$ cat config.mk
export PLATFORM = sky130hd
export DESIGN_NAME = tcw_engine
export DESIGN_NICKNAME = d
export VERILOG_FILES = /design/src/sv/tcw_pkg.sv /design/src/sv/tcw_engine.sv
export SDC_FILE = /design/constraint.sdc
export NUM_CORES = 1
export LEC_CHECK = 0
export BUFFER_PORTS_ARGS = -buffer_cell sky130_fd_sc_hd__buf_4
export CORE_UTILIZATION = 48
export DETAILED_ROUTE_END_ITERATION = 8
export PLACE_DENSITY = 0.79
export SLEW_MARGIN = 20
export SYNTH_ARGS = -nofsm -noshare
export SYNTH_HDL_FRONTEND = slang
export SYNTH_SLANG_ARGS = --single-unit
$ cat constraint.sdc
create_clock -name clock -period 2.4 [get_ports clock]
set_input_delay 0.12 -clock clock [delete_from_list [all_inputs] [get_ports clock]]
set_output_delay 0.12 -clock clock [all_outputs]
set_load 0.03 [all_outputs]
$ cat src/sv/tcw_pkg.sv
// Shared types, codes and constants for the text console writer.
package tcw_pkg;

   localparam int DEF_SCREEN_WIDTH  = 80;
   localparam int DEF_SCREEN_HEIGHT = 25;

   localparam int OP_W     = 2;
   localparam int CHAR_W   = 8;
   localparam int X_W      = 7;
   localparam int Y_W      = 5;
   localparam int INDEX_W  = 11;
   localparam int OFFSET_W = 11;
   localparam int CELL_W   = 16;
   localparam int ATTR_W   = 8;

   localparam logic [OP_W-1:0] OP_PUT   = 2'd0;
   localparam logic [OP_W-1:0] OP_SET   = 2'd1;
   localparam logic [OP_W-1:0] OP_CLEAR = 2'd2;
   localparam logic [OP_W-1:0] OP_READ  = 2'd3;

   localparam logic [CHAR_W-1:0] CH_NEWLINE   = 8'd10;
   localparam logic [CHAR_W-1:0] CH_BACKSPACE = 8'd8;
   localparam logic [CHAR_W-1:0] CH_RETURN    = 8'd13;

   localparam logic [CELL_W-1:0] BLANK_CELL = 16'h0700;
   localparam logic [ATTR_W-1:0] ATTR_RESET = 8'h07;

   typedef struct packed {
      logic [OP_W-1:0]    op;
      logic [CHAR_W-1:0]  char_code;
      logic [X_W-1:0]     new_x;
      logic [Y_W-1:0]     new_y;
      logic [INDEX_W-1:0] cell_index;
   } req_type;

   typedef struct packed {
      logic [X_W-1:0]      cursor_x;
      logic [Y_W-1:0]      cursor_y;
      logic [OFFSET_W-1:0] cursor_offset;
      logic [CELL_W-1:0]   read_data;
   } rsp_type;

endpackage

$ cat src/sv/tcw_engine.sv
// Console sequencer: cursor state, cell writes, scroll copy and fill sweeps.
module tcw_engine #(
   parameter int SCREEN_WIDTH  = tcw_pkg::DEF_SCREEN_WIDTH,
   parameter int SCREEN_HEIGHT = tcw_pkg::DEF_SCREEN_HEIGHT,
   parameter int CELL_COUNT    = SCREEN_WIDTH * SCREEN_HEIGHT,
   parameter int ADDR_W        = $clog2(CELL_COUNT)
) (
   input  logic                        clock,
   input  logic                        reset,
   input  logic                        req_valid,
   input  tcw_pkg::req_type            req,
   output logic                        req_ready,
   input  logic [tcw_pkg::ATTR_W-1:0]  color_attr,
   output logic                        res_valid,
   output tcw_pkg::rsp_type            res,
   input  logic                        res_take,
   output logic                        ram_wr_en,
   output logic [ADDR_W-1:0]           ram_wr_addr,
   output logic [tcw_pkg::CELL_W-1:0]  ram_wr_data,
   output logic                        ram_rd_en,
   output logic [ADDR_W-1:0]           ram_rd_addr,
   input  logic [tcw_pkg::CELL_W-1:0]  ram_rd_data
);

   localparam int COL_W = (SCREEN_WIDTH > 1) ? $clog2(SCREEN_WIDTH) : 1;
   localparam int ROW_W = (SCREEN_HEIGHT > 1) ? $clog2(SCREEN_HEIGHT) : 1;
   localparam int CNT_W = $clog2(CELL_COUNT + 1);
   localparam int MOVE_COUNT = SCREEN_WIDTH * (SCREEN_HEIGHT - 1);

   localparam logic [COL_W-1:0]  LAST_COL  = COL_W'(SCREEN_WIDTH - 1);
   localparam logic [ROW_W-1:0]  LAST_ROW  = ROW_W'(SCREEN_HEIGHT - 1);
   localparam logic [ADDR_W-1:0] WIDTH_A   = ADDR_W'(SCREEN_WIDTH);
   localparam logic [CNT_W-1:0]  WIDTH_C   = CNT_W'(SCREEN_WIDTH);
   localparam logic [CNT_W-1:0]  MOVE_C    = CNT_W'(MOVE_COUNT);
   localparam logic [CNT_W-1:0]  LAST_CELL = CNT_W'(CELL_COUNT - 1);

   localparam logic [2:0] ST_IDLE   = 3'd0;
   localparam logic [2:0] ST_EXEC   = 3'd1;
   localparam logic [2:0] ST_SCROLL = 3'd2;
   localparam logic [2:0] ST_FILL   = 3'd3;
   localparam logic [2:0] ST_DONE   = 3'd4;

   logic [2:0]        state_ff, state_in;
   logic [CNT_W-1:0]  cnt_ff, cnt_in;
   logic [COL_W-1:0]  col_ff, col_in;
   logic [ROW_W-1:0]  row_ff, row_in;
   logic              report_ff, report_in;
   tcw_pkg::req_type  req_ff, req_in;

   logic [ADDR_W-1:0] pos;
   logic [CNT_W-1:0]  src_cnt;
   logic [CNT_W-1:0]  dst_cnt;
   logic [31:0]       idx_wide;
   logic [31:0]       x_wide;
   logic [31:0]       y_wide;
   logic [31:0]       off_wide;
   logic              idx_ok;

   assign pos      = ADDR_W'(row_ff) * WIDTH_A + ADDR_W'(col_ff);
   assign src_cnt  = cnt_ff + WIDTH_C;
   assign dst_cnt  = cnt_ff - CNT_W'(1);
   assign idx_wide = 32'(req_ff.cell_index);
   assign idx_ok   = idx_wide < 32'(CELL_COUNT);
   assign x_wide   = 32'(col_ff);
   assign y_wide   = 32'(row_ff);
   assign off_wide = 32'(pos);

   always_comb begin
      state_in    = state_ff;
      cnt_in      = cnt_ff;
      col_in      = col_ff;
      row_in      = row_ff;
      report_in   = report_ff;
      req_in      = req_ff;
      ram_wr_en   = 1'b0;
      ram_wr_addr = pos;
      ram_wr_data = tcw_pkg::BLANK_CELL;
      ram_rd_en   = 1'b0;
      ram_rd_addr = idx_wide[ADDR_W-1:0];

      unique case (state_ff)
         ST_IDLE: begin
            if (req_valid) begin
               req_in   = req;
               state_in = ST_EXEC;
            end
         end
         ST_EXEC: begin
            state_in = ST_DONE;
            unique case (req_ff.op)
               tcw_pkg::OP_PUT: begin
                  priority if (req_ff.char_code == tcw_pkg::CH_NEWLINE) begin
                     col_in = '0;
                     if (row_ff == LAST_ROW) begin
                        cnt_in   = '0;
                        state_in = ST_SCROLL;
                     end else begin
                        row_in = row_ff + ROW_W'(1);
                     end
                  end else if (req_ff.char_code == tcw_pkg::CH_BACKSPACE) begin
                     ram_wr_en   = 1'b1;
                     ram_wr_data = {color_attr, 8'h00};
                     if (col_ff != '0) begin
                        col_in = col_ff - COL_W'(1);
                     end else if (row_ff != '0) begin
                        row_in = row_ff - ROW_W'(1);
                        col_in = LAST_COL;
                     end
                  end else if (req_ff.char_code == tcw_pkg::CH_RETURN) begin
                     col_in = LAST_COL;
                  end else begin
                     ram_wr_en   = 1'b1;
                     ram_wr_data = {color_attr, req_ff.char_code};
                     if (col_ff == LAST_COL) begin
                        col_in = '0;
                        if (row_ff == LAST_ROW) begin
                           cnt_in   = '0;
                           state_in = ST_SCROLL;
                        end else begin
                           row_in = row_ff + ROW_W'(1);
                        end
                     end else begin
                        col_in = col_ff + COL_W'(1);
                     end
                  end
               end
               tcw_pkg::OP_SET: begin
                  if (32'(req_ff.new_x) > 32'(SCREEN_WIDTH - 1)) begin
                     col_in = LAST_COL;
                  end else begin
                     col_in = COL_W'(req_ff.new_x);
                  end
                  if (32'(req_ff.new_y) > 32'(SCREEN_HEIGHT - 1)) begin
                     row_in = LAST_ROW;
                  end else begin
                     row_in = ROW_W'(req_ff.new_y);
                  end
               end
               tcw_pkg::OP_CLEAR: begin
                  col_in    = '0;
                  row_in    = '0;
                  cnt_in    = '0;
                  report_in = 1'b1;
                  state_in  = ST_FILL;
               end
               tcw_pkg::OP_READ: begin
                  ram_rd_en = idx_ok;
               end
               default: begin
                  state_in = ST_DONE;
               end
            endcase
         end
         ST_SCROLL: begin
            ram_rd_en   = cnt_ff < MOVE_C;
            ram_rd_addr = src_cnt[ADDR_W-1:0];
            ram_wr_en   = cnt_ff != '0;
            ram_wr_addr = dst_cnt[ADDR_W-1:0];
            ram_wr_data = ram_rd_data;
            if (cnt_ff == MOVE_C) begin
               report_in = 1'b1;
               state_in  = ST_FILL;
            end else begin
               cnt_in = cnt_ff + CNT_W'(1);
            end
         end
         ST_FILL: begin
            ram_wr_en   = 1'b1;
            ram_wr_addr = cnt_ff[ADDR_W-1:0];
            if (cnt_ff == LAST_CELL) begin
               state_in = report_ff ? ST_DONE : ST_IDLE;
            end else begin
               cnt_in = cnt_ff + CNT_W'(1);
            end
         end
         ST_DONE: begin
            if (res_take) begin
               state_in = ST_IDLE;
            end
         end
         default: begin
            state_in = ST_IDLE;
         end
      endcase
   end

   always_ff @(posedge clock) begin
      if (reset) begin
         state_ff  <= ST_FILL;
         cnt_ff    <= '0;
         col_ff    <= '0;
         row_ff    <= '0;
         report_ff <= 1'b0;
      end else begin
         state_ff  <= state_in;
         cnt_ff    <= cnt_in;
         col_ff    <= col_in;
         row_ff    <= row_in;
         report_ff <= report_in;
      end
   end

   always_ff @(posedge clock) begin
      req_ff <= req_in;
   end

   assign req_ready = state_ff == ST_IDLE;
   assign res_valid = state_ff == ST_DONE;

   always_comb begin
      res.cursor_x      = x_wide[tcw_pkg::X_W-1:0];
      res.cursor_y      = y_wide[tcw_pkg::Y_W-1:0];
      res.cursor_offset = off_wide[tcw_pkg::OFFSET_W-1:0];
      if (req_ff.op == tcw_pkg::OP_READ && idx_ok) begin
         res.read_data = ram_rd_data;
      end else begin
         res.read_data = '0;
      end
   end

endmodule

; Word-level counts from Yosys, hierarchy flattened
; Cells that the tools add are included.
[totals]
out_inout_bits = 81
elab_cells = 124
reg_bits = 60
input_bits = 61
[classes]
n_addsub = 8
n_mux = 56
eq_ne = 30
reduce_logical = 15
mul = 1
n_lt_le_gt_ge = 4
[op_table]
columns = op, n
row1 = two-way mux 11 bit, 8
row2 = two-way mux 16 bit, 5
row3 = two-way mux 7 bit, 7
row4 = one-hot mux 11 bit (2 select lines), 2
row5 = two-way mux 5 bit, 8
row6 = one-hot mux 11 bit (3 select lines), 1
row7 = one-hot mux 16 bit (2 select lines), 1
row8 = two-way mux 3 bit, 10
row9 = "inequality test 4 bit, second input constant", 7
row10 = "== test 8 x 4 -> 1 bit, second input constant", 3
row11 = "== test 11 bit, second input constant", 2
row12 = "less-than comparator 11 bit, second input constant", 2
row13 = one-hot mux 7 bit (3 select lines), 1
row14 = one-hot mux 3 bit (5 select lines), 1
row15 = one-hot mux 5 bit (3 select lines), 1
row16 = "adder 11 x 1 -> 11 bit, second input constant", 1
row17 = adder 11 x 7 -> 11 bit, 1
row18 = "adder 11 x 7 -> 11 bit, second input constant", 1
row19 = nonzero test 11 bit, 1
row20 = "subtractor 11 x 1 -> 11 bit, second input constant", 1
row21 = "inequality test 2 bit, second input constant", 5
row22 = "adder 7 x 1 -> 7 bit, second input constant", 1
row23 = "== test 7 bit, second input constant", 1
row24 = "> comparator 7 bit, second input constant", 1
row25 = other kinds (30), 42

; Logic depth before layout (Yosys ltp)
[logic_depth]
depth_word = 8
mapped_depth = 9
mapped_depth_nobuf = 9

; Worst setup path before layout
; No wires, ideal clock.
[synth_path]
path_type = register -> output
startpoint = register row_ff[1]
endpoint = output ram_wr_addr[10]
slack_ns = -0.700
arrival_time_ns = 2.980
path_stages_with_launch = 9
required_ns = 2.280
path_buffers = 0
path_cell_list = dfxtp_1 > ha_1 > ha_1 > inv_1 > fa_1 > a2111oi_0 > xnor3_1 > nor2_1 > a21oi_1
[synth_rtl]
columns = element, line
row1 = start: declaration, tcw_engine.sv:46  ; logic [ROW_W-1:0] row_ff, row_in;
row2 = start signal: assignment, tcw_engine.sv:198  ; row_ff <= row_in;
row3 = end: declaration, tcw_engine.sv:18  ; output logic [ADDR_W-1:0] ram_wr_addr,

; Final worst setup path
[layout_path]
startpoint = register row_ff[1]
endpoint = output ram_wr_addr[10]
[layout_via]
elab_chain_len = 3
[layout_rtl]
columns = element, line
row1 = multiplier 5 x 3 -> 7 bit, tcw_engine.sv:59  ; assign pos = ADDR_W'(row_ff) * WIDTH_A + ADDR_W'(col_ff);
row2 = adder 11 x 7 -> 11 bit, tcw_engine.sv:59
row3 = one-hot mux 11 bit (2 select lines), tcw_engine.sv:81  ; unique case (state_ff)
; Every way passes these cells.

==> results.md <==
- Outcome: finished with violations
- Failing checks: negative setup slack
- Crit path from: row_ff[1]
- P_leak: 3.01 nW
- Register bit count reported by yosys: 60
- Setup TNS Final: -1.18 ns
- P&R area growth vs syn: 49.1%
- Pwr Density: 304 nW/µm²
- Switch Pwr: between 0.0005 and 0.0006 W
- Die Span Y: 101 µm
- Post-placement cell area: 6240 µm²
- Crit. End Element: primary output
- Worst Slack Setup Final: -0.293 ns
- PortBufs: 141
- Clock Latency Late Sink: approximately 0.35 ns
- Final Cycle Share: 112%
- Part of the power in registers: around 50%
- Core Box Area: approximately 9400 µm²
- Longest Clk Path Bufs: 2
- Most used cell, CP: ha_4
- Min Tclk post-route: 2.69 ns
- Starting Density: between 50 and 60%
- Average wire per standard cell: approximately 18 µm
- Cells after Synth: 553
- Internal: 0.00162 W
- Antenna violations before repair: 0
- Critical Path Max Stage Delay: 0.46 ns
- Row count: 35
- RR Startpoint: row_ff[1]
- Multi-input logic area: 3050 µm²
- Non-Filler Instances: 899
- Clock root buffer: clkbuf_8
- Synth area leaders: edfxtp_1, dfxtp_1, ha_1
- Hold Fails Final Rpt: 0
- Grt ovf: 0
- Clock slew seen by the registers of the worst setup and hold paths: 0.07 ns
- Via/cell ratio: a little under 6
- Total number of vias: 5,312
- Final #Nets: 853
- # diodes: 0
- Comb pwr share: about a tenth
- Global-route wire length before repair: 25,100 µm
- GRT Total Usage: a little under a third
- Switch share: 24.2%
- Relative slew margins: around two thirds
- Top Ports: 142
- Slew @ Worst Pin: 0.475 ns
- Clock Power Share: 38.3%
- Max VDD drop: around 0.00025 V
- Top cell type by total area after synthesis: edfxtp_1
- Syn_nets: 641
- Worst path slowest cell: fa_2
- Global routing's busiest layer: met2
- Met1 Usage GRT: 41.9%
- Power, Total: approximately 0.0021 W
- CTS tree: built
- Critical path startpoint category: flip-flop
- Synth async-reset ratio: 0%
- Crit-path max FO: 2
- Mapped Area: 4700 µm²
- Iter 0 DRT Violations: 377
- Worst min-delay path category: input pin to flip-flop
- Full die area: about 10,000 µm²
- CP Cell Sequence: ha_4 -> ha_4 -> inv_2 -> fa_2 -> a2111oi_4 -> xnor3_2 -> nor2_4 -> a21oi_4 -> buf_6
- Largest net degree at the start of global routing: 26
- Detail Route Antenna Nets: 0
- GPL Wtd Cong: 0.932
- Synth warn: 0
- Highest-count cells in the layout ignoring fill and taps: buf_4, nand2_1, dlygate4sd3_1, edfxtp_1, o21ai_0
- FMAX: ~370 MHz
- Fraction of layout cells with a size suffix above 1: a little over a third
- Area occupied by registers: 1540 µm²
- Unique masters post-synth: 72
- # setup viols final: 6
- Commonest non-fill, non-tap cell in the layout: buf_4
- Dpl hpwl: 11,800 µm
- Clock skew: roughly 0.012 ns
- Crit path arrival time: 2.57 ns
- Number of CTS-inserted buffers: 9
- Wirelength, routed: about 16,000 µm
- Fin area: 7000 µm²
- Die X-Extent: 101 µm
- Primary FF master, synth: edfxtp_1
- Post-route DRC: 0
- Post-synth EDFFs: 33
- Sink Count: 60
- Crit path required time: roughly 2.3 ns
- Htree depth: 3
- Met3 usage: 4.99%
- Placed insts: 842
- Critical path class: flip-flop to primary output
- Met2 Resource Use GR: 53.4%
- Avg Synthesized Cell Area: approximately 8.5 µm²
- Final Max Tran Viols: 0
- Hold Startpoint: res_take
- Drt pass-1 iters: 5
- Fillcell total: 720
- Yosys top cell area share: between 20% and 30%
- Register area share after synthesis: 32.6%
- RSZ-0062 raised after global routing: yes
- Vias in the first global route: 5,042
- Max-cap viol count: 0
-- critical path: cells and delay by family, from the launching register on --
family                   cells  cell delay (ns)
AND/OR/NAND/NOR              1             0.12
AO/OA/AOI/OAI                2             0.35
adder cells (fa/ha/maj)      3             0.85
buffers and inverters        2             0.19
flip-flops                   1             0.36
XOR/XNOR                     1             0.34
-- flip-flops by register name, summed over array words and instances, names as in the netlist --
name	cells
row_ff	5
col_ff	7
state_ff	3
idx_wide	11
cnt_ff	11
req_ff	22
report_ff	1
-- what timing repair did --
item | in CTS | in global routing
pin swaps | 9 | 7
setup endpoints to repair | 15 | 33
gates resized for setup | 25 | 20
hold buffers | 33 | 0
setup buffers | 5 | 3
endpoints found under the hold margin | 33 | 0
-- per-layer routing --
metal	vias to the layer above	wire (µm)
li1	2485	-
met1	2504	6670
met2	293	7710
met3	30	1390
met4	0	360
met5	-	0
-- layout make-up --
cell class                 instances  share of cell area [%]
tap                              129                    2.31
timing repair buffer             245                    28.1
sequential                        60                    22.0
clock buffer                      13                    2.13
inverter                          32                    1.72
clock inverter                     3                   0.214
multi-input combinational        417                    43.6
-- power groups by stage --
stage	clock network (W)	registers, W	logic (W)
after floorplan	0	0.00111	0.0000622
after global placement	0	0.00111	0.000176
after detailed placement	0	0.00111	0.000178
after CTS	0.000829	0.00109	0.000221
after global routing	0.000869	0.00109	0.000242
final	0.000817	0.00109	0.000227
-- kinds of logic (layout without fill, tap and decap cells) --
| group | Yosys count | after routing | share of synthesized area, % |
|---|---|---|---|
| mux | 3 | 3 | 0.640 |
| xor+xnor | 25 | 25 | 4.96 |
| flops | 60 | 60 | 32.6 |
| buf+inv | 76 | 293 | 7.06 |
| fa+ha+maj | 27 | 27 | 7.51 |
| compound gates | 163 | 163 | 24.2 |
| simple gates | 199 | 199 | 23.0 |
-- worst paths after layout --
path         slack (ns)               to  cells after the start
max               -0.29  ram_wr_addr[10]                      9
min                0.07      state_ff[2]                      3
max reg2reg        0.12        row_ff[4]                     10
min reg2reg        0.53      state_ff[2]                      2
-- through the flow --
step	setup WS (ns)	hold slack (ns)	utilization, %
after floorplan	-0.219	0.219	-
after CTS	-0.304	0.0637	73.5
after global placement	-0.136	0.299	66.6
after global routing	-0.371	0.0907	74.7
after detailed placement	-0.207	0.299	66.6
final	-0.293	0.0695	74.7
-- cells in the mapped netlist, types with 6 or more instances --
master	count
a211oi_1	14
a21oi_1	27
ha_1	25
clkbuf_1	32
nand2_1	51
nand4_1	14
edfxtp_1	33
and2_1	21
nor2_1	27
nand3_1	18
dfxtp_1	27
xnor2_1	15
xor2_1	9
buf_4	6
inv_1	30
nor3_1	14
a31oi_1	12
nand2b_1	7
a22o_1	10
o211ai_1	6
o21ai_0	33
a311oi_1	9
o31ai_1	8
(Power assumes the default switching activity.)
